### config.mk
export PLATFORM = sky130hd
export DESIGN_NAME = eoe_fragment_reassembler_top
export DESIGN_NICKNAME = d
export VERILOG_FILES = /design/src/hdl/eoe_pkg.sv /design/src/hdl/eoe_fragment_reassembler_top.sv /design/src/hdl/eoe_apb_regs.sv /design/src/hdl/eoe_frag_core.sv
export SDC_FILE = /design/constraint.sdc
export NUM_CORES = 1
export LEC_CHECK = 0
export BUFFER_PORTS_ARGS = -buffer_cell sky130_fd_sc_hd__buf_2
export CORE_ASPECT_RATIO = 2
export CORE_MARGIN = 5
export CORE_UTILIZATION = 60
export CTS_CLUSTER_SIZE = 20
export DETAILED_ROUTE_END_ITERATION = 12
export PLACE_DENSITY = 0.94
export REMOVE_ABC_BUFFERS = 1
export SLEW_MARGIN = 20
export SYNTH_ARGS = -nofsm -noshare
export SYNTH_HDL_FRONTEND = slang
export SYNTH_SLANG_ARGS = --single-unit
### constraint.sdc
create_clock -name clk -period 22.5 [get_ports clk]
set_input_delay 3.375 -clock clk [delete_from_list [all_inputs] [get_ports clk]]
set_output_delay 3.375 -clock clk [all_outputs]
set_load 0.02 [all_outputs]
### src/hdl/eoe_pkg.sv
// eoe_pkg: shared types and constants for the EoE fragment reassembler.
// No dependencies; imported by every module under hdl/.
package eoe_pkg;

	typedef enum logic [1:0] {
		ST_BUSY     = 2'd0,
		ST_DONE     = 2'd1,
		ST_BAD_DATA = 2'd2,
		ST_BAD_MBX  = 2'd3
	} status_t;

	localparam logic [3:0]  EOE_MBX_TYPE = 4'd2;
	localparam logic [15:0] HDR_BYTES    = 16'd4;
	localparam logic [15:0] STAMP_BYTES  = 16'd4;
	localparam logic [15:0] CAP_RESET    = 16'd1536;

	// APB map: buffer_capacity at byte address 0
	localparam int unsigned ADDR_W  = 3;
	localparam logic        REG_CAP = 1'b0;   // word index, paddr[2]

	typedef struct packed {
		logic [3:0]  mailbox_type;
		logic [15:0] mailbox_length;
		logic [5:0]  fragment_number;
		logic [3:0]  frame_number;
		logic [5:0]  offset_blocks;
		logic        last_fragment;
		logic        time_appended;
	} hdr_t;

	typedef struct packed {
		status_t     status;
		logic        copy_enable;
		logic [15:0] copy_offset;
		logic [15:0] copy_length;
		logic [15:0] frame_length;
	} result_t;

endpackage

### src/hdl/eoe_fragment_reassembler_top.sv
// eoe_fragment_reassembler_top: EoE fragment header checker, top level.
// Depends on eoe_pkg, eoe_apb_regs, eoe_frag_core.
//
//  channel | direction | handshake            | beat contents
//  --------+-----------+----------------------+---------------------------------------
//  in      | sink      | in_valid / in_stall  | one mailbox header (7 fields)
//  out     | source    | out_valid / out_stall| status, copy enable/offset/length, length
//  cfg     | APB slave | psel/penable/pready  | buffer_capacity at address 0
//
// An accepted header is held in the header register (_s1), then in the result register (_s2),
// which drives out_valid; one beat per cycle sustained while out_stall is low.
// The header register (_s1) feeds the decision logic and frame state; the result
// register (_s2) parts the two sides, so a new header is taken while a result waits.
// in_stall rises only when both registers are full and out_stall is high.
// Reset clears valid flags and frame state; buffer_capacity resets to 1536.
module eoe_fragment_reassembler_top import eoe_pkg::*; (
	input  logic              clk,
	input  logic              arst_n,
	// input header channel
	input  logic              in_valid,
	output logic              in_stall,
	input  logic [3:0]        mailbox_type,
	input  logic [15:0]       mailbox_length,
	input  logic [5:0]        fragment_number,
	input  logic [3:0]        frame_number,
	input  logic [5:0]        offset_blocks,
	input  logic              last_fragment,
	input  logic              time_appended,
	// result channel
	output logic              out_valid,
	input  logic              out_stall,
	output logic [1:0]        status,
	output logic              copy_enable,
	output logic [15:0]       copy_offset,
	output logic [15:0]       copy_length,
	output logic [15:0]       frame_length,
	// configuration
	input  logic              psel,
	input  logic              penable,
	input  logic              pwrite,
	input  logic [ADDR_W-1:0] paddr,
	input  logic [31:0]       pwdata,
	output logic [31:0]       prdata,
	output logic              pready
);

	hdr_t        hdr_s1;
	logic        valid_s1;
	result_t     res_s2;
	logic        valid_s2;
	result_t     res_c;
	logic [15:0] cap;
	logic        adv;
	logic        take_in;

	// header moves on when the result register is free or being drained
	assign adv      = valid_s1 & (~valid_s2 | ~out_stall);
	assign in_stall = valid_s1 & ~adv;
	assign take_in  = in_valid & ~in_stall;

	eoe_apb_regs u_regs (
		.clk             (clk),
		.arst_n          (arst_n),
		.psel            (psel),
		.penable         (penable),
		.pwrite          (pwrite),
		.paddr           (paddr),
		.pwdata          (pwdata),
		.prdata          (prdata),
		.pready          (pready),
		.buffer_capacity (cap)
	);

	eoe_frag_core u_core (
		.clk             (clk),
		.arst_n          (arst_n),
		.advance         (adv),
		.hdr             (hdr_s1),
		.buffer_capacity (cap),
		.res             (res_c)
	);

	// control flags
	always_ff @(posedge clk or negedge arst_n) begin
		if (!arst_n) begin
			valid_s1 <= 1'b0;
			valid_s2 <= 1'b0;
		end else begin
			if (take_in) begin
				valid_s1 <= 1'b1;
			end else if (adv) begin
				valid_s1 <= 1'b0;
			end
			if (adv) begin
				valid_s2 <= 1'b1;
			end else if (valid_s2 && !out_stall) begin
				valid_s2 <= 1'b0;
			end
		end
	end

	// payload registers, no reset
	always_ff @(posedge clk) begin
		if (take_in) begin
			hdr_s1.mailbox_type    <= mailbox_type;
			hdr_s1.mailbox_length  <= mailbox_length;
			hdr_s1.fragment_number <= fragment_number;
			hdr_s1.frame_number    <= frame_number;
			hdr_s1.offset_blocks   <= offset_blocks;
			hdr_s1.last_fragment   <= last_fragment;
			hdr_s1.time_appended   <= time_appended;
		end
		if (adv) begin
			res_s2 <= res_c;
		end
	end

	assign out_valid    = valid_s2;
	assign status       = res_s2.status;
	assign copy_enable  = res_s2.copy_enable;
	assign copy_offset  = res_s2.copy_offset;
	assign copy_length  = res_s2.copy_length;
	assign frame_length = res_s2.frame_length;

	// input is only held off when a finished result is backed up
	a_stall_needs_full: assert property (@(posedge clk) disable iff (!arst_n)
		in_stall |-> (valid_s2 && out_stall))
		else $error("input stalled with result register free");

	// error results never carry a copy
	a_err_no_copy: assert property (@(posedge clk) disable iff (!arst_n)
		(valid_s2 && (res_s2.status == ST_BAD_DATA || res_s2.status == ST_BAD_MBX))
		|-> !res_s2.copy_enable)
		else $error("copy requested on an error result");

	// frame length only reported with a completed frame
	a_len_on_done: assert property (@(posedge clk) disable iff (!arst_n)
		(valid_s2 && res_s2.frame_length != 16'd0) |-> (res_s2.status == ST_DONE))
		else $error("frame length without frame complete");

	// copy fields are zero when nothing is stored
	a_copy_zero: assert property (@(posedge clk) disable iff (!arst_n)
		(valid_s2 && !res_s2.copy_enable)
		|-> (res_s2.copy_offset == 16'd0 && res_s2.copy_length == 16'd0))
		else $error("copy fields set without copy enable");

endmodule

### src/hdl/eoe_apb_regs.sv
// eoe_apb_regs: APB register slice holding buffer_capacity.
// Depends on eoe_pkg.
module eoe_apb_regs import eoe_pkg::*; (
	input  logic              clk,
	input  logic              arst_n,
	input  logic              psel,
	input  logic              penable,
	input  logic              pwrite,
	input  logic [ADDR_W-1:0] paddr,
	input  logic [31:0]       pwdata,
	output logic [31:0]       prdata,
	output logic              pready,
	output logic [15:0]       buffer_capacity
);

	logic [15:0] cap_q;
	logic        wr_en;

	assign pready = 1'b1;
	assign wr_en  = psel & penable & pwrite;

	always_ff @(posedge clk or negedge arst_n) begin
		if (!arst_n) begin
			cap_q <= CAP_RESET;
		end else if (wr_en && paddr[2] == REG_CAP) begin
			cap_q <= pwdata[15:0];
		end
	end

	// other addresses read as zero
	assign prdata          = (paddr[2] == REG_CAP) ? {16'd0, cap_q} : 32'd0;
	assign buffer_capacity = cap_q;

endmodule

### src/hdl/eoe_frag_core.sv
// eoe_frag_core: frame tracking state and per-header decision logic.
// Depends on eoe_pkg; state advances when the top level moves a beat on.
module eoe_frag_core import eoe_pkg::*; (
	input  logic        clk,
	input  logic        arst_n,
	input  logic        advance,
	input  hdr_t        hdr,
	input  logic [15:0] buffer_capacity,
	output result_t     res
);

	logic [7:0]  exp_frag_q, exp_frag_n, e_exp;
	logic [10:0] frame_size_q, frame_size_n, e_size;
	logic [15:0] write_off_q, write_off_n, e_off;
	logic [3:0]  frame_id_q, frame_id_n, e_id;
	logic [15:0] payload;
	logic [16:0] end_sum;
	logic        mismatch;
	logic        go;
	logic        fits;

	always_comb begin
		res          = '0;
		res.status   = ST_BUSY;
		exp_frag_n   = exp_frag_q;
		frame_size_n = frame_size_q;
		write_off_n  = write_off_q;
		frame_id_n   = frame_id_q;
		e_exp        = exp_frag_q;
		e_size       = frame_size_q;
		e_off        = write_off_q;
		e_id         = frame_id_q;
		payload      = hdr.mailbox_length - HDR_BYTES;
		mismatch     = exp_frag_q != {2'b00, hdr.fragment_number};
		go           = 1'b0;
		end_sum      = '0;
		fits         = 1'b0;

		if (hdr.mailbox_type != EOE_MBX_TYPE) begin
			res.status = ST_BAD_MBX;
		end else begin
			// out-of-order fragment drops a frame in progress
			if (mismatch && exp_frag_q != 8'd0) begin
				e_exp  = '0;
				e_size = '0;
				e_off  = '0;
				e_id   = '0;
			end
			if (mismatch && hdr.fragment_number != 6'd0) begin
				res.status   = ST_BAD_DATA;
				exp_frag_n   = e_exp;
				frame_size_n = e_size;
				write_off_n  = e_off;
				frame_id_n   = e_id;
			end else if (e_exp == 8'd0) begin
				// first fragment: offset field is the frame size in blocks
				e_size = {hdr.offset_blocks, 5'b0};
				e_off  = '0;
				e_id   = hdr.frame_number;
				go     = 1'b1;
			end else if (e_id != hdr.frame_number ||
					e_off != {5'b0, hdr.offset_blocks, 5'b0}) begin
				res.status   = ST_BAD_DATA;
				exp_frag_n   = '0;
				frame_size_n = '0;
				write_off_n  = '0;
				frame_id_n   = '0;
			end else begin
				go = 1'b1;
			end

			if (go) begin
				end_sum = {1'b0, e_off} + {1'b0, payload};
				fits    = (end_sum <= {6'b0, e_size}) && (end_sum <= {1'b0, buffer_capacity});
				if (fits) begin
					res.copy_enable = 1'b1;
					res.copy_offset = e_off;
					res.copy_length = payload;
					e_off           = end_sum[15:0];
					e_exp           = e_exp + 8'd1;
				end
				if (hdr.last_fragment) begin
					res.status       = ST_DONE;
					res.frame_length = hdr.time_appended ? (e_off - STAMP_BYTES) : e_off;
					exp_frag_n       = '0;
					frame_size_n     = '0;
					write_off_n      = '0;
					frame_id_n       = '0;
				end else begin
					exp_frag_n   = e_exp;
					frame_size_n = e_size;
					write_off_n  = e_off;
					frame_id_n   = e_id;
				end
			end
		end
	end

	always_ff @(posedge clk or negedge arst_n) begin
		if (!arst_n) begin
			exp_frag_q   <= '0;
			frame_size_q <= '0;
			write_off_q  <= '0;
			frame_id_q   <= '0;
		end else if (advance) begin
			exp_frag_q   <= exp_frag_n;
			frame_size_q <= frame_size_n;
			write_off_q  <= write_off_n;
			frame_id_q   <= frame_id_n;
		end
	end

endmodule
Word-level counts from Yosys, hierarchy flattened
Index checks and enable logic that the tools add are counted.
- flip-flop bits (word level): 146
- input port bits: 80
- output and inout port bits: 86
- word-level logic and storage cells: 118
- $add $sub $neg: 4
- $lt $le $gt $ge: 2
- equality and inequality tests: 5
- muxes and demuxes: 56
- bitwise operators: 15
- reduce and logical (&&, ||, !) cells: 17
- operators by type and width (cell ; count):
    2-to-1 mux 16 bit ; 16
    2-to-1 mux 11 bit ; 9
    2-to-1 mux 8 bit ; 8
    2-to-1 mux 51 bit ; 1
    2-to-1 mux 4 bit ; 9
    2-to-1 mux 33 bit ; 1
    subtractor 16 x 3 -> 16 bit (second input constant) ; 2
    adder 16 x 16 -> 17 bit ; 1
    less-or-equal comparator 17 x 11 -> 1 bit ; 1
    less-or-equal comparator 17 x 16 -> 1 bit ; 1
    inequality test 16 x 11 -> 1 bit ; 1
    inverter 1 bit ; 9
    adder 8 x 1 -> 8 bit (second input constant) ; 1
    logical NOT 8 bit ; 1
    2-to-1 mux 1 bit ; 8
    2-to-1 mux 2 bit ; 4
    inequality test 8 x 6 -> 1 bit ; 1
    nonzero test 8 bit ; 1
    nonzero test 6 bit ; 1
    OR reduction 3 bit ; 2
    AND 1 bit ; 5
    logical AND 1 bit ; 5
    inequality test 4 x 2 -> 1 bit (second input constant) ; 1
    inequality test 4 bit ; 1
    other kinds (8) ; 9

Longest topological paths before layout
Gate-level depths: netlist of the first run.
- word-level depth: 18
- mapped depth: 36
- mapped depth without buffers: 33

By module
A second synthesis of the first run with hierarchy kept.
- cells, all modules: 787
- area total of the unflattened synthesis: 8439.3 µm²
- modules (own cells, without submodules) (module ; instances ; cells each ; area an instance (µm²) ; seq. area each (µm²)):
    eoe_frag_core ; 1 ; 620 ; 4772.1 ; 975.9
    eoe_fragment_reassembler_top ; 1 ; 97 ; 2765.2 ; 2722.6
    eoe_apb_regs ; 1 ; 70 ; 902.1 ; 402.9

Least setup slack after synthesis of the first run
No wires, ideal clock.
- path kind: reg2reg
- start point: reg u_core.exp_frag_q[4]
- end point: reg res_s2 (netlist bit frame_length[10]) (data pin)
- library setup time: 271 ps
- arrival time: 7203 ps
- required time: 22229 ps
- setup slack: 15025 ps
- stages on the path, launching flop included: 32
- path buffers: 3
- cells stage by stage: dfrtp_1 > xnor2_1 > and4_1 > and3_1 > inv_1 > ha_1 > o211ai_1 > clkbuf_1 > and3_1 > ha_1 > a211oi_1 > nor2_1 > or3_1 > or3_1 > and2_1 > ha_1 > nand3_1 > or4_1 > or4_1 > a31oi_1 > nor3_2 > nor3_4 > buf_6 > buf_2 > mux2i_1 > ha_1 > nand2_1 > or2_2 > or3_1 > nor4_1 > xnor2_1 > a211oi_1
- cells in the longest elaborated chain, start to end: 16
- elaborated cells on any way between the ends: 36
- classes of those cells: 2 x add/sub; 2 x order compare; 3 x eq/ne; 21 x mux; 1 x bitwise; 7 x reduce/logical
- ends and longest elaborated chain (element ; RTL line ; RTL):
    start: declaration ; eoe_frag_core.sv:12 ; logic [7:0] exp_frag_q, exp_frag_n, e_exp;
    start signal: assignment ; eoe_frag_core.sv:106 ; exp_frag_q <= exp_frag_n;
    inequality test 8 x 6 -> 1 bit or nonzero test 8 bit (tied branches) ; eoe_frag_core.sv:34, eoe_frag_core.sv:43 ;
    logical AND 1 bit ; eoe_frag_core.sv:43 ; if (mismatch && exp_frag_q != 8'd0) begin
    2-to-1 mux 8 bit ; eoe_frag_core.sv:43 ;
    2-to-1 mux 8 bit ; eoe_frag_core.sv:39 ; if (hdr.mailbox_type != EOE_MBX_TYPE) begin
    logical NOT 8 bit ; eoe_frag_core.sv:55 ; end else if (e_exp == 8'd0) begin
    2-to-1 mux 16 bit ; eoe_frag_core.sv:55 ;
    2-to-1 mux 16 bit ; eoe_frag_core.sv:49 ; if (mismatch && hdr.fragment_number != 6'd0) begin
    2-to-1 mux 16 bit ; eoe_frag_core.sv:39 ;
    adder 16 x 16 -> 17 bit ; eoe_frag_core.sv:73 ; end_sum = {1'b0, e_off} + {1'b0, payload};
    less-or-equal comparator 17 x 11 -> 1 bit or less-or-equal comparator 17 x 16 -> 1 bit (tied branches) ; eoe_frag_core.sv:74 ; fits = (end_sum <= {6'b0, e_size}) && (end_sum <= {1'b0, buffer_capacity});
    logical AND 1 bit ; eoe_frag_core.sv:74 ;
    2-to-1 mux 16 bit ; eoe_frag_core.sv:75 ; if (fits) begin
    2-to-1 mux 16 bit ; eoe_frag_core.sv:72 ; if (go) begin
    2-to-1 mux 16 bit ; eoe_frag_core.sv:39 ;
    subtractor 16 x 3 -> 16 bit ; eoe_frag_core.sv:84 ; res.frame_length = hdr.time_appended ? (e_off - STAMP_BYTES) : e_off;
    2-to-1 mux 16 bit ; eoe_frag_core.sv:84 ;
    end signal: assignment ; eoe_fragment_reassembler_top.sv:114 ; res_s2 <= res_c;
    end: declaration ; eoe_fragment_reassembler_top.sv:49 ; result_t res_s2;
Several ways; a longest one is shown, not always the timed one. The select of a mux whose other input is x is not followed.
A chain may end at the register's enable or synchronous reset.

Final worst setup path of the first run
- start point: reg u_core.exp_frag_q[2]
- end point: reg res_s2 (netlist bit frame_length[10]) (data pin)
Same word-level chain as after synthesis.

==> results.yml, run 1 <==
worst_setup_path:
  reg2reg_depth: 31
  crit_path_top_delay_cell: "xnor2_1"
  worstPathRequired_ns: 22.75
  cp.arrival_ns: 8.80
  worst_setup_path_end_kind: "flop"
  r2r-start: "u_core.exp_frag_q[2]"
  startpoint: "u_core.exp_frag_q[2]"
  start_kind: "flop"
  critPathMaxFanout: 25
  critPathMostFrequentCell: "ha_1"
  cp-endpoint: "frame_length[10]"
  rrSetupSlack_ns: 13.95
  slowest_delay_ns: 0.74
  reg2reg_to: "frame_length[10]"
  crit_type: "reg -> reg"
cts:
  clkSlewWorstSetupHoldPaths_ns: 0.06
  postCtsSetupBuffers: 0
  cts_made_buffers: 17
  cts_resized: 0
  clock_latency_ns: 0.44
  tritoncts: "built"
  cts_root_buf: "clkbuf_16"
  htreeDepth: 4
  clockBufferDepth: 2
  cts.sinks: 146
  hold_buffers: 0
power:
  p_sw_mw: 0.228
  power_mw: 0.747
  cellLeakagePower_nw: 4.41
  swShare: 0.305
  internal-power_mw: 0.519
  p_comb_frac: 0.188
  p_per_area_nw_per_um2: 76.5
  clockPowerShare: 0.380
  peakVddDrop_mv: 0.0572
  seq_power_share: 0.432
global_routing:
  first_global_vias: 7087
  grt_use_met2: 0.521
  top_usage_layer: "met2"
  met1_usage: 0.296
  grt_pass1_wl_um: 36500
  grt_max_degree: 58
  grt-ovfl-total: 0
  antenna_found_initial: 0
  grt_util_all_layers: 0.289
  gr-usage-met3: 0.0468
synth:
  ys_warn_count: 0
  synth_top_area_share: 0.320
  synthTopCellsByArea: "edfxtp_1 32%, dfrtp_1 16%, ha_1 6.9%, and3_1 3.4%, xnor2_1 2.7%"
  ys.flop_type: "edfxtp_1"
  synthCells: 783
  yosysTopAreaCell: "edfxtp_1"
  yosys.cell_count.top_type: "edfxtp_1"
  synth_edf_count: 89
  synth_area_um2: 8360
  avgSynthCellArea_um2: 10.7
  synth_seq_cells: 146
  ys_types: 73
  async_flop_share: 0.390
  ys_seq_area_frac: 0.490
  synthTopCellsByCount: "89 x edfxtp_1, 55 x dfrtp_1, 51 x nand2_1"
die:
  die_x_um: 93.5
  initial_core_util: 0.605
  die_area_um2: 16500
  rows: 61
  die_y_um: 177
  core_um2: 13800
  ios: 166
timing:
  skew_ns: 0.0151
  worst_slack_ns: 13.95
  fin_tns_setup_ns: 0
  slew_viol_final: 0
  setup_viol: 0
  fmax_ghz: 0.117
  rsz0062_at_grt: "no"
  worstMarginPinSlew_ns: 0.965
  slew_headroom: 0.357
  period_share: 0.380
  min_period_ns: 8.55
  hold_violations: 0
placement:
  dpl.cell_count: 1094
  port-buffer-count: 130
  place_ws_ns: 14.27
  dpl.hpwl_um: 16700
  gp_congestion: 0.957
routing:
  ant_nets: 0
  remaining_drc_errors: 0
  totalWireLength_um: 23300
  first_pass_iters: 9
  wl_per_cell_um: 20.7
  first_iter_violations: 700
  vias: 7026
  routed_via_density: 6.24
final_layout:
  drive_gt1_frac: 0.227
  final_core_util: 0.707
  fillers: 992
  area_delta_synth_final_pct: 16.8
  diodes: 0
  final_cells: 1126
  nets: 1051
run:
  maxCapViolCount: 0
min_path:
  hp-class: "reg -> reg"
status:
  outcome: "finished, final reports clean"
-- worst max-delay path, delay by kind of cell, from the launching register on --
family	cells	cell delay, ns
xor+xnor	3	1.13
fa+ha+maj	5	1.19
simple gates	14	3.70
mux	1	0.32
compound gates	6	1.07
flops	1	0.54
buf+inv	2	0.39
-- power by group through the flow --
stage                     Combinational (mW)  Sequential (mW)  Clock [mW]
after detailed placement               0.136            0.327           0
after CTS                              0.138            0.322       0.284
after global routing                   0.152            0.325       0.297
after global placement                 0.131            0.326           0
final                                  0.140            0.323       0.284
after floorplan                       0.0812            0.331           0
-- cells by family (layout without fill, tap and decap cells) --
family | Yosys count | count (layout) | share of synthesized area
compound gates | 165 | 165 | 0.138
simple gates | 275 | 275 | 0.181
other cells | 2 | 27 | 0.000898
buf+inv | 87 | 216 | 0.0491
xor+xnor | 40 | 40 | 0.0419
flops | 146 | 146 | 0.490
fa+ha+maj | 47 | 47 | 0.0712
mux | 21 | 21 | 0.0277
-- through the flow --
stage               hold slack [ns]  instance area (µm²)
floorplan                     0.442                 8200
global placement              0.453                 9190
detailed placement            0.475                 9190
CTS                           0.488                 9770
global route                  0.514                 9770
finish                        0.501                 9770
-- sequential cells by signal (all words and copies together), names as in the netlist --
register                cells
copy_enable                 1
u_core.frame_size_q        11
u_core.exp_frag_q           8
copy_length                16
valid_s1                    1
u_regs.buffer_capacity     16
hdr_s1                     38
status                      2
frame_length               16
u_core.write_off_q         16
out_valid                   1
copy_offset                16
u_core.frame_id_q           4
-- per-layer routing --
metal	vias to the layer above	part of all wire
li1	3168	-
met1	3315	0.33
met2	393	0.53
met3	150	0.061
met4	0	0.084
met5	-	0
-- cells in the final DEF (no fill, tap or decap), types with 4 or more instances in the layout --
cell,count
buf_2,130
edfxtp_1,89
dfrtp_1,55
nand2_1,51
and3_1,46
ha_1,46
nor2_1,43
inv_1,41
a21oi_1,39
o21ai_0,27
conb_1,27
xnor2_1,26
nand3_1,22
and2_1,18
a211oi_1,17
mux2_2,17
clkbuf_16,17
nor4_1,16
a22o_1,16
nor3_1,15
xor2_1,14
or3_1,12
buf_4,12
nand4_1,10
a21o_1,9
o211ai_1,7
nand2b_1,7
and4_1,6
or2_2,5
a31oi_1,5
inv_6,5
or4_1,4
mux2i_1,4
-- area by class of cell --
class	count	area, µm²	share of cell area
Timing Repair Buffer	142	741	0.0758
Tap cell	189	236	0.0242
Clock inverter	14	153	0.0156
Inverter	42	158	0.0161
Sequential cell	146	4100	0.420
Clock buffer	18	429	0.0439
Multi-Input combinational cell	575	3950	0.404
-- worst min path at each step --
stage | cells after the start | end | slack [ns] | from
2_1_floorplan | 2 | u_core.frame_size_q[10] | 0.44 | u_core.frame_size_q[10]
3_3_place_gp | 2 | u_core.frame_size_q[9] | 0.45 | u_core.frame_size_q[9]
3_5_place_dp | 1 | u_core.frame_size_q[0] | 0.48 | u_core.frame_size_q[0]
4_1_cts | 2 | u_core.frame_size_q[8] | 0.49 | u_core.frame_size_q[8]
5_1_grt | 1 | u_core.frame_size_q[1] | 0.51 | u_core.frame_size_q[1]
6_report | 2 | u_core.exp_frag_q[6] | 0.50 | u_core.exp_frag_q[6]
Power figures use the tool's default switching activity.
==> inputs of run 2 (changes only) <==
--- a/config.mk
+++ b/config.mk
@@ -5,13 +5,14 @@
 export SDC_FILE = /design/constraint.sdc
 export NUM_CORES = 1
 export LEC_CHECK = 0
+export ABC_AREA = 1
 export BUFFER_PORTS_ARGS = -buffer_cell sky130_fd_sc_hd__buf_2
 export CORE_ASPECT_RATIO = 2
 export CORE_MARGIN = 5
-export CORE_UTILIZATION = 60
+export CORE_UTILIZATION = 57
 export CTS_CLUSTER_SIZE = 20
 export DETAILED_ROUTE_END_ITERATION = 12
-export PLACE_DENSITY = 0.94
+export PLACE_DENSITY = 0.9
 export REMOVE_ABC_BUFFERS = 1
 export SLEW_MARGIN = 20
 export SYNTH_ARGS = -nofsm -noshare
==> constraint.sdc (replaced) <==
create_clock -name clk -period 7.9 [get_ports clk]
set_input_delay 1.185 -clock clk [delete_from_list [all_inputs] [get_ports clk]]
set_output_delay 1.185 -clock clk [all_outputs]
set_load 0.02 [all_outputs]
==> run 2 against run 1 <==
Effect of this change:
- clock power grew to 2.8 times the previous value
- worst setup slack worse by 13 ns
- non-clock buffer count is 4 lower
- fmax is 25% higher
- critical path type unchanged
- critical endpoint unchanged
- largest cell class unchanged
==> results.yml, run 2 <==
timing:
  fmax_ghz: 0.147
  worstMarginPinSlew_ns: 0.950
  fin_tns_setup_ns: 0
  slew_viol_final: 0
  period_share: 0.863
  slew_headroom: 0.366
  skew_ns: 0.0131
  hold_violations: 0
  min_period_ns: 6.82
  rsz0062_at_grt: "no"
  setup_viol: 0
routing:
  vias: 7686
  first_iter_violations: 542
  wl_per_cell_um: 15.9
  totalWireLength_um: 22300
  routed_via_density: 5.47
  remaining_drc_errors: 0
  first_pass_iters: 5
  ant_nets: 0
cts:
  cts_root_buf: "clkbuf_16"
  htreeDepth: 4
  postCtsSetupBuffers: 0
  tritoncts: "built"
  clockBufferDepth: 2
  hold_buffers: 0
  clock_latency_ns: 0.44
  cts.sinks: 146
  cts_resized: 0
  clkSlewWorstSetupHoldPaths_ns: 0.06
  cts_made_buffers: 17
final_layout:
  final_cell_mix: "227 x nand2_1, 156 x inv_1, 132 x nor2_1"
  nets: 1320
  drive_gt1_frac: 0.197
  fillers: 1259
  seq_area_um2: 4100
  multi_input_area_um2: 4000
  largest_reg_flops: 38
  final_common_cell: "nand2_1"
  area_delta_synth_final_pct: 15.3
  largest-register: "hdr_s1"
  final_core_util: 0.670
  diodes: 0
power:
  cellLeakagePower_nw: 5.14
  peakVddDrop_mv: 0.201
  p_comb_frac: 0.295
  p_sw_mw: 0.904
  seq_power_share: 0.394
  p_per_area_nw_per_um2: 249
  clockPowerShare: 0.311
  internal-power_mw: 1.65
  swShare: 0.354
synth:
  synth_top_area_share: 0.301
  synth_seq_cells: 146
  ys_warn_count: 0
  synthCells: 1056
  synth_edf_count: 89
  yosysTopAreaCell: "edfxtp_1"
  ys_seq_area_frac: 0.461
  synthTopCellsByArea: "edfxtp_1 30%, dfrtp_1 15%, nand2_1 9.6%, inv_1 6.6%, ha_1 6.5%"
  synthTopCellsByCount: "227 x nand2_1, 156 x inv_1, 132 x nor2_1"
  async_flop_share: 0.390
  synth_area_um2: 8890
  yosys.cell_count.top_type: "nand2_1"
  avgSynthCellArea_um2: 8.42
  ys.flop_type: "edfxtp_1"
  ys_types: 53
global_routing:
  grt_max_degree: 64
  antenna_found_initial: 0
  grt_pass1_wl_um: 35800
  grt_util_all_layers: 0.245
  first_global_vias: 7789
  grt-ovfl-total: 0
placement:
  dpl.hpwl_um: 16500
  gp_congestion: 0.917
  port-buffer-count: 130
worst_setup_path:
  cp_top_family: "simple AND/OR/NAND/NOR gates"
  slowest_delay_ns: 0.69
  critPathMostFrequentCell: "nand2_1"
  worstPathRequired_ns: 8.08
  worst_setup_path_end_kind: "flop"
  path_buf_inv: 4
  crit_path_top_delay_cell: "nor2_2"
  critPathMaxFanout: 28
  cp.arrival_ns: 6.99
  start_kind: "flop"
  crit_type: "reg -> reg"
die:
  ios: 166
  die_x_um: 98.3
  die_y_um: 187
  die_area_um2: 18300
  initial_core_util: 0.581
  core_um2: 15300
  rows: 64
min_path:
  hp-class: "reg -> reg"
status:
  outcome: "finished, final reports clean"
run:
  maxCapViolCount: 0
run 2: area by class of cell:
cell class,count,share of cell area
flip-flops and latches,146,0.400
multi-input cells,730,0.390
repair buffers,138,0.0697
inverters,160,0.0590
clock buffers,18,0.0429
well taps,198,0.0242
clock inverters,14,0.0140
run 2: tightest hold or removal path: stages, from the launching register on:
cell and delay [ns]:
dfrtp_1 0.34, nand2_1 0.05, nand2_1 0.06
run 2: layer usage:
metal | up-vias | global-route usage | wire [µm]
met1 | 3563 | 0.238 | 7420
li1 | 3685 | - | -
met4 | 0 | 0.196 | 1680
met3 | 97 | 0.0415 | 1310
met2 | 341 | 0.441 | 11900
met5 | - | 0 | 0
run 2: stage by stage:
| stage | std cells | hold slack (ns) | setup WS [ns] | area [µm²] | power [mW] |
|---|---|---|---|---|---|
| global placement | 1371 | 0.464 | 1.45 | 9650 | 1.72 |
| finish | 1404 | 0.488 | 1.08 | 10200 | 2.56 |
| floorplan | 1036 | 0.433 | 2.16 | 8690 | 1.55 |
| detailed placement | 1371 | 0.477 | 1.27 | 9650 | 1.76 |
| global route | 1404 | 0.524 | 0.563 | 10200 | 2.70 |
| CTS | 1403 | 0.493 | 1.17 | 10200 | 2.56 |
run 2: cells by family after synthesis:
logic type,share of synthesized area
fa+ha+maj,0.0670
other cells,0.000845
compound gates,0.103
buf+inv,0.101
flops,0.461
xor+xnor,0.0217
simple gates,0.246
run 2: power by group through the flow:
stage / registers (mW) / clock network, mW / logic, mW
after floorplan: 1.04 / 0 / 0.513
after global placement: 1.01 / 0 / 0.711
after detailed placement: 1.02 / 0 / 0.739
after CTS: 1.01 / 0.801 / 0.750
after global routing: 1.02 / 0.836 / 0.846
final: 1.01 / 0.794 / 0.754
run 2: path summary, 6_finish.rpt:
path	startpoint	endpoint	slack (ns)	cells after the start
setup / recovery	u_core.exp_frag_q[1]	frame_length[10]	1.08	43
hold / removal	u_core.exp_frag_q[6]	u_core.exp_frag_q[6]	0.49	2
setup reg to reg	u_core.exp_frag_q[1]	frame_length[10]	1.08	43
hold reg to reg	u_core.exp_frag_q[6]	u_core.exp_frag_q[6]	0.49	2
max in group asynchronous	arst_n	u_core.exp_frag_q[0]	6.47	2
min in group asynchronous	arst_n	u_regs.buffer_capacity[1]	0.90	2
==> inputs of run 3 (changes only) <==
--- a/config.mk
+++ b/config.mk
@@ -12,6 +12,7 @@
 export CORE_UTILIZATION = 57
 export CTS_CLUSTER_SIZE = 20
 export DETAILED_ROUTE_END_ITERATION = 12
+export MAX_ROUTING_LAYER = met4
 export PLACE_DENSITY = 0.9
 export REMOVE_ABC_BUFFERS = 1
 export SLEW_MARGIN = 20
==> run 3 against run 2 <==
Effect of this change:
- die area unchanged
- utilization up 0.16 points
- worst hold slack better by 0.00058 ns
- sequential power about the same
- largest power group unchanged
==> results.yml, run 3 (synthesis results as in run 2) <==
status:
  outcome: "finished, final reports clean"
global_routing:
  grt-ovfl-total: 0
  grt_max_degree: 64
  grt_pass1_wl_um: 35200
  antenna_found_initial: 0
  grt_util_all_layers: 0.248
  first_global_vias: 7547
worst_setup_path:
  crit_path_top_delay_cell: "xor2_1"
  critPathMostFrequentCell: "nand2_1"
  worstPathRequired_ns: 8.08
  critPathMaxFanout: 28
  startpoint: "u_core.exp_frag_q[6]"
  rrSetupSlack_ns: 1.22
  start_kind: "flop"
  slowest_delay_ns: 0.40
  crit_type: "reg -> reg"
  r2r-start: "u_core.exp_frag_q[6]"
  worst_setup_path_end_kind: "flop"
  cp.arrival_ns: 6.86
timing:
  min_period_ns: 6.68
  fin_tns_setup_ns: 0
  slew_headroom: 0.352
  worstMarginPinSlew_ns: 0.971
  hold_violations: 0
  rsz0062_at_grt: "no"
  period_share: 0.846
  setup_viol: 0
  fmax_ghz: 0.150
  skew_ns: 0.00888
  slew_viol_final: 0
final_layout:
  largest-register: "hdr_s1"
  area_delta_synth_final_pct: 15.6
  drive_gt1_frac: 0.197
  seq_area_um2: 4100
  fillers: 1213
  diodes: 0
  final_cell_mix: "227 x nand2_1, 156 x inv_1, 132 x nor2_1"
  nets: 1320
  multi_input_area_um2: 4000
  final_common_cell: "nand2_1"
  largest_reg_flops: 38
  postLayoutCellArea_um2: 10300
cts:
  cts.sinks: 146
  hold_buffers: 0
  htreeDepth: 4
  cts_resized: 0
  cts_root_buf: "clkbuf_16"
  clock_latency_ns: 0.43
  cts_made_buffers: 17
  clkSlewWorstSetupHoldPaths_ns: 0.07
  clockBufferDepth: 2
  tritoncts: "built"
  postCtsSetupBuffers: 0
routing:
  first_iter_violations: 546
  ant_nets: 0
  first_pass_iters: 5
  wl_per_cell_um: 15.8
  totalWireLength_um: 22100
  vias: 7686
  routed_via_density: 5.47
  remaining_drc_errors: 0
run:
  maxCapViolCount: 0
placement:
  placed_area_um2: 9650
  gp_congestion: 0.926
  port-buffer-count: 130
  dpl.hpwl_um: 16200
die:
  die_y_um: 187
  die_area_um2: 18300
  initial_core_util: 0.581
  ios: 166
  core_um2: 15300
  die_x_um: 98.3
  rows: 64
min_path:
  worstHoldStart: "u_core.frame_size_q[9]"
  hp-class: "reg -> reg"
power:
  p_per_area_nw_per_um2: 253
  power_mw: 2.60
  peakVddDrop_mv: 0.169
  cellLeakagePower_nw: 5.16
run 3: cell count changes in the layout (fill, tap and decap cells not counted):
cell        change
clkinvlp_4      -2
inv_6           -2
clkinv_2        +1
inv_8           +2
bufinv_16       +1
run 3: path summary, 6_finish.rpt:
check | to | cells after the start
worst max-delay path | frame_length[10] | 44
worst min register to register | u_core.frame_size_q[9] | 2
worst max register to register | frame_length[10] | 44
min in group asynchronous | u_regs.buffer_capacity[1] | 2
worst min-delay path | u_core.frame_size_q[9] | 2
max in group asynchronous | u_core.frame_id_q[1] | 2
run 3: routing by layer:
metal	wire length, µm	vias up	track usage	part of all wire
met1	7400	3567	0.238	0.33
met3	1300	106	0.0359	0.059
met2	11800	336	0.445	0.54
met5	0	-	-	0
met4	1590	0	0.169	0.072
li1	-	3677	-	-
run 3: metrics by stage:
step	hold WS (ns)	std cells	worst slack (ns)	utilization
6_report	0.489	1404	1.22	0.672
5_1_grt	0.513	1404	0.728	0.672
4_1_cts	0.484	1403	1.32	0.671
3_5_place_dp	0.466	1371	1.38	0.631
3_3_place_gp	0.465	1371	1.49	0.631
2_1_floorplan	0.433	1036	2.16	-
run 3: cell type report:
type / instances / area share
Clock buffer: 18 / 0.0427
Timing Repair Buffer: 138 / 0.0695
Multi-Input combinational cell: 730 / 0.389
Sequential cell: 146 / 0.399
Inverter: 160 / 0.0588
Tap cell: 198 / 0.0241
Clock inverter: 14 / 0.0164
run 3: report_power, final:
part	switching (mW)	total [mW]	leakage (nW)	internal, mW
Sequential	0.0628	1.01	1.53	0.945
Combinational	0.499	0.753	3.32	0.254
Clock	0.349	0.834	0.300	0.485
run 3: worst max-delay path, delay by kind of cell, from the launching register on:
| family | cells | cell delay [ns] |
|---|---|---|
| compound gates | 2 | 0.27 |
| xor+xnor | 1 | 0.40 |
| fa+ha+maj | 3 | 0.83 |
| buf+inv | 6 | 1.11 |
| flops | 1 | 0.38 |
| simple gates | 32 | 3.35 |
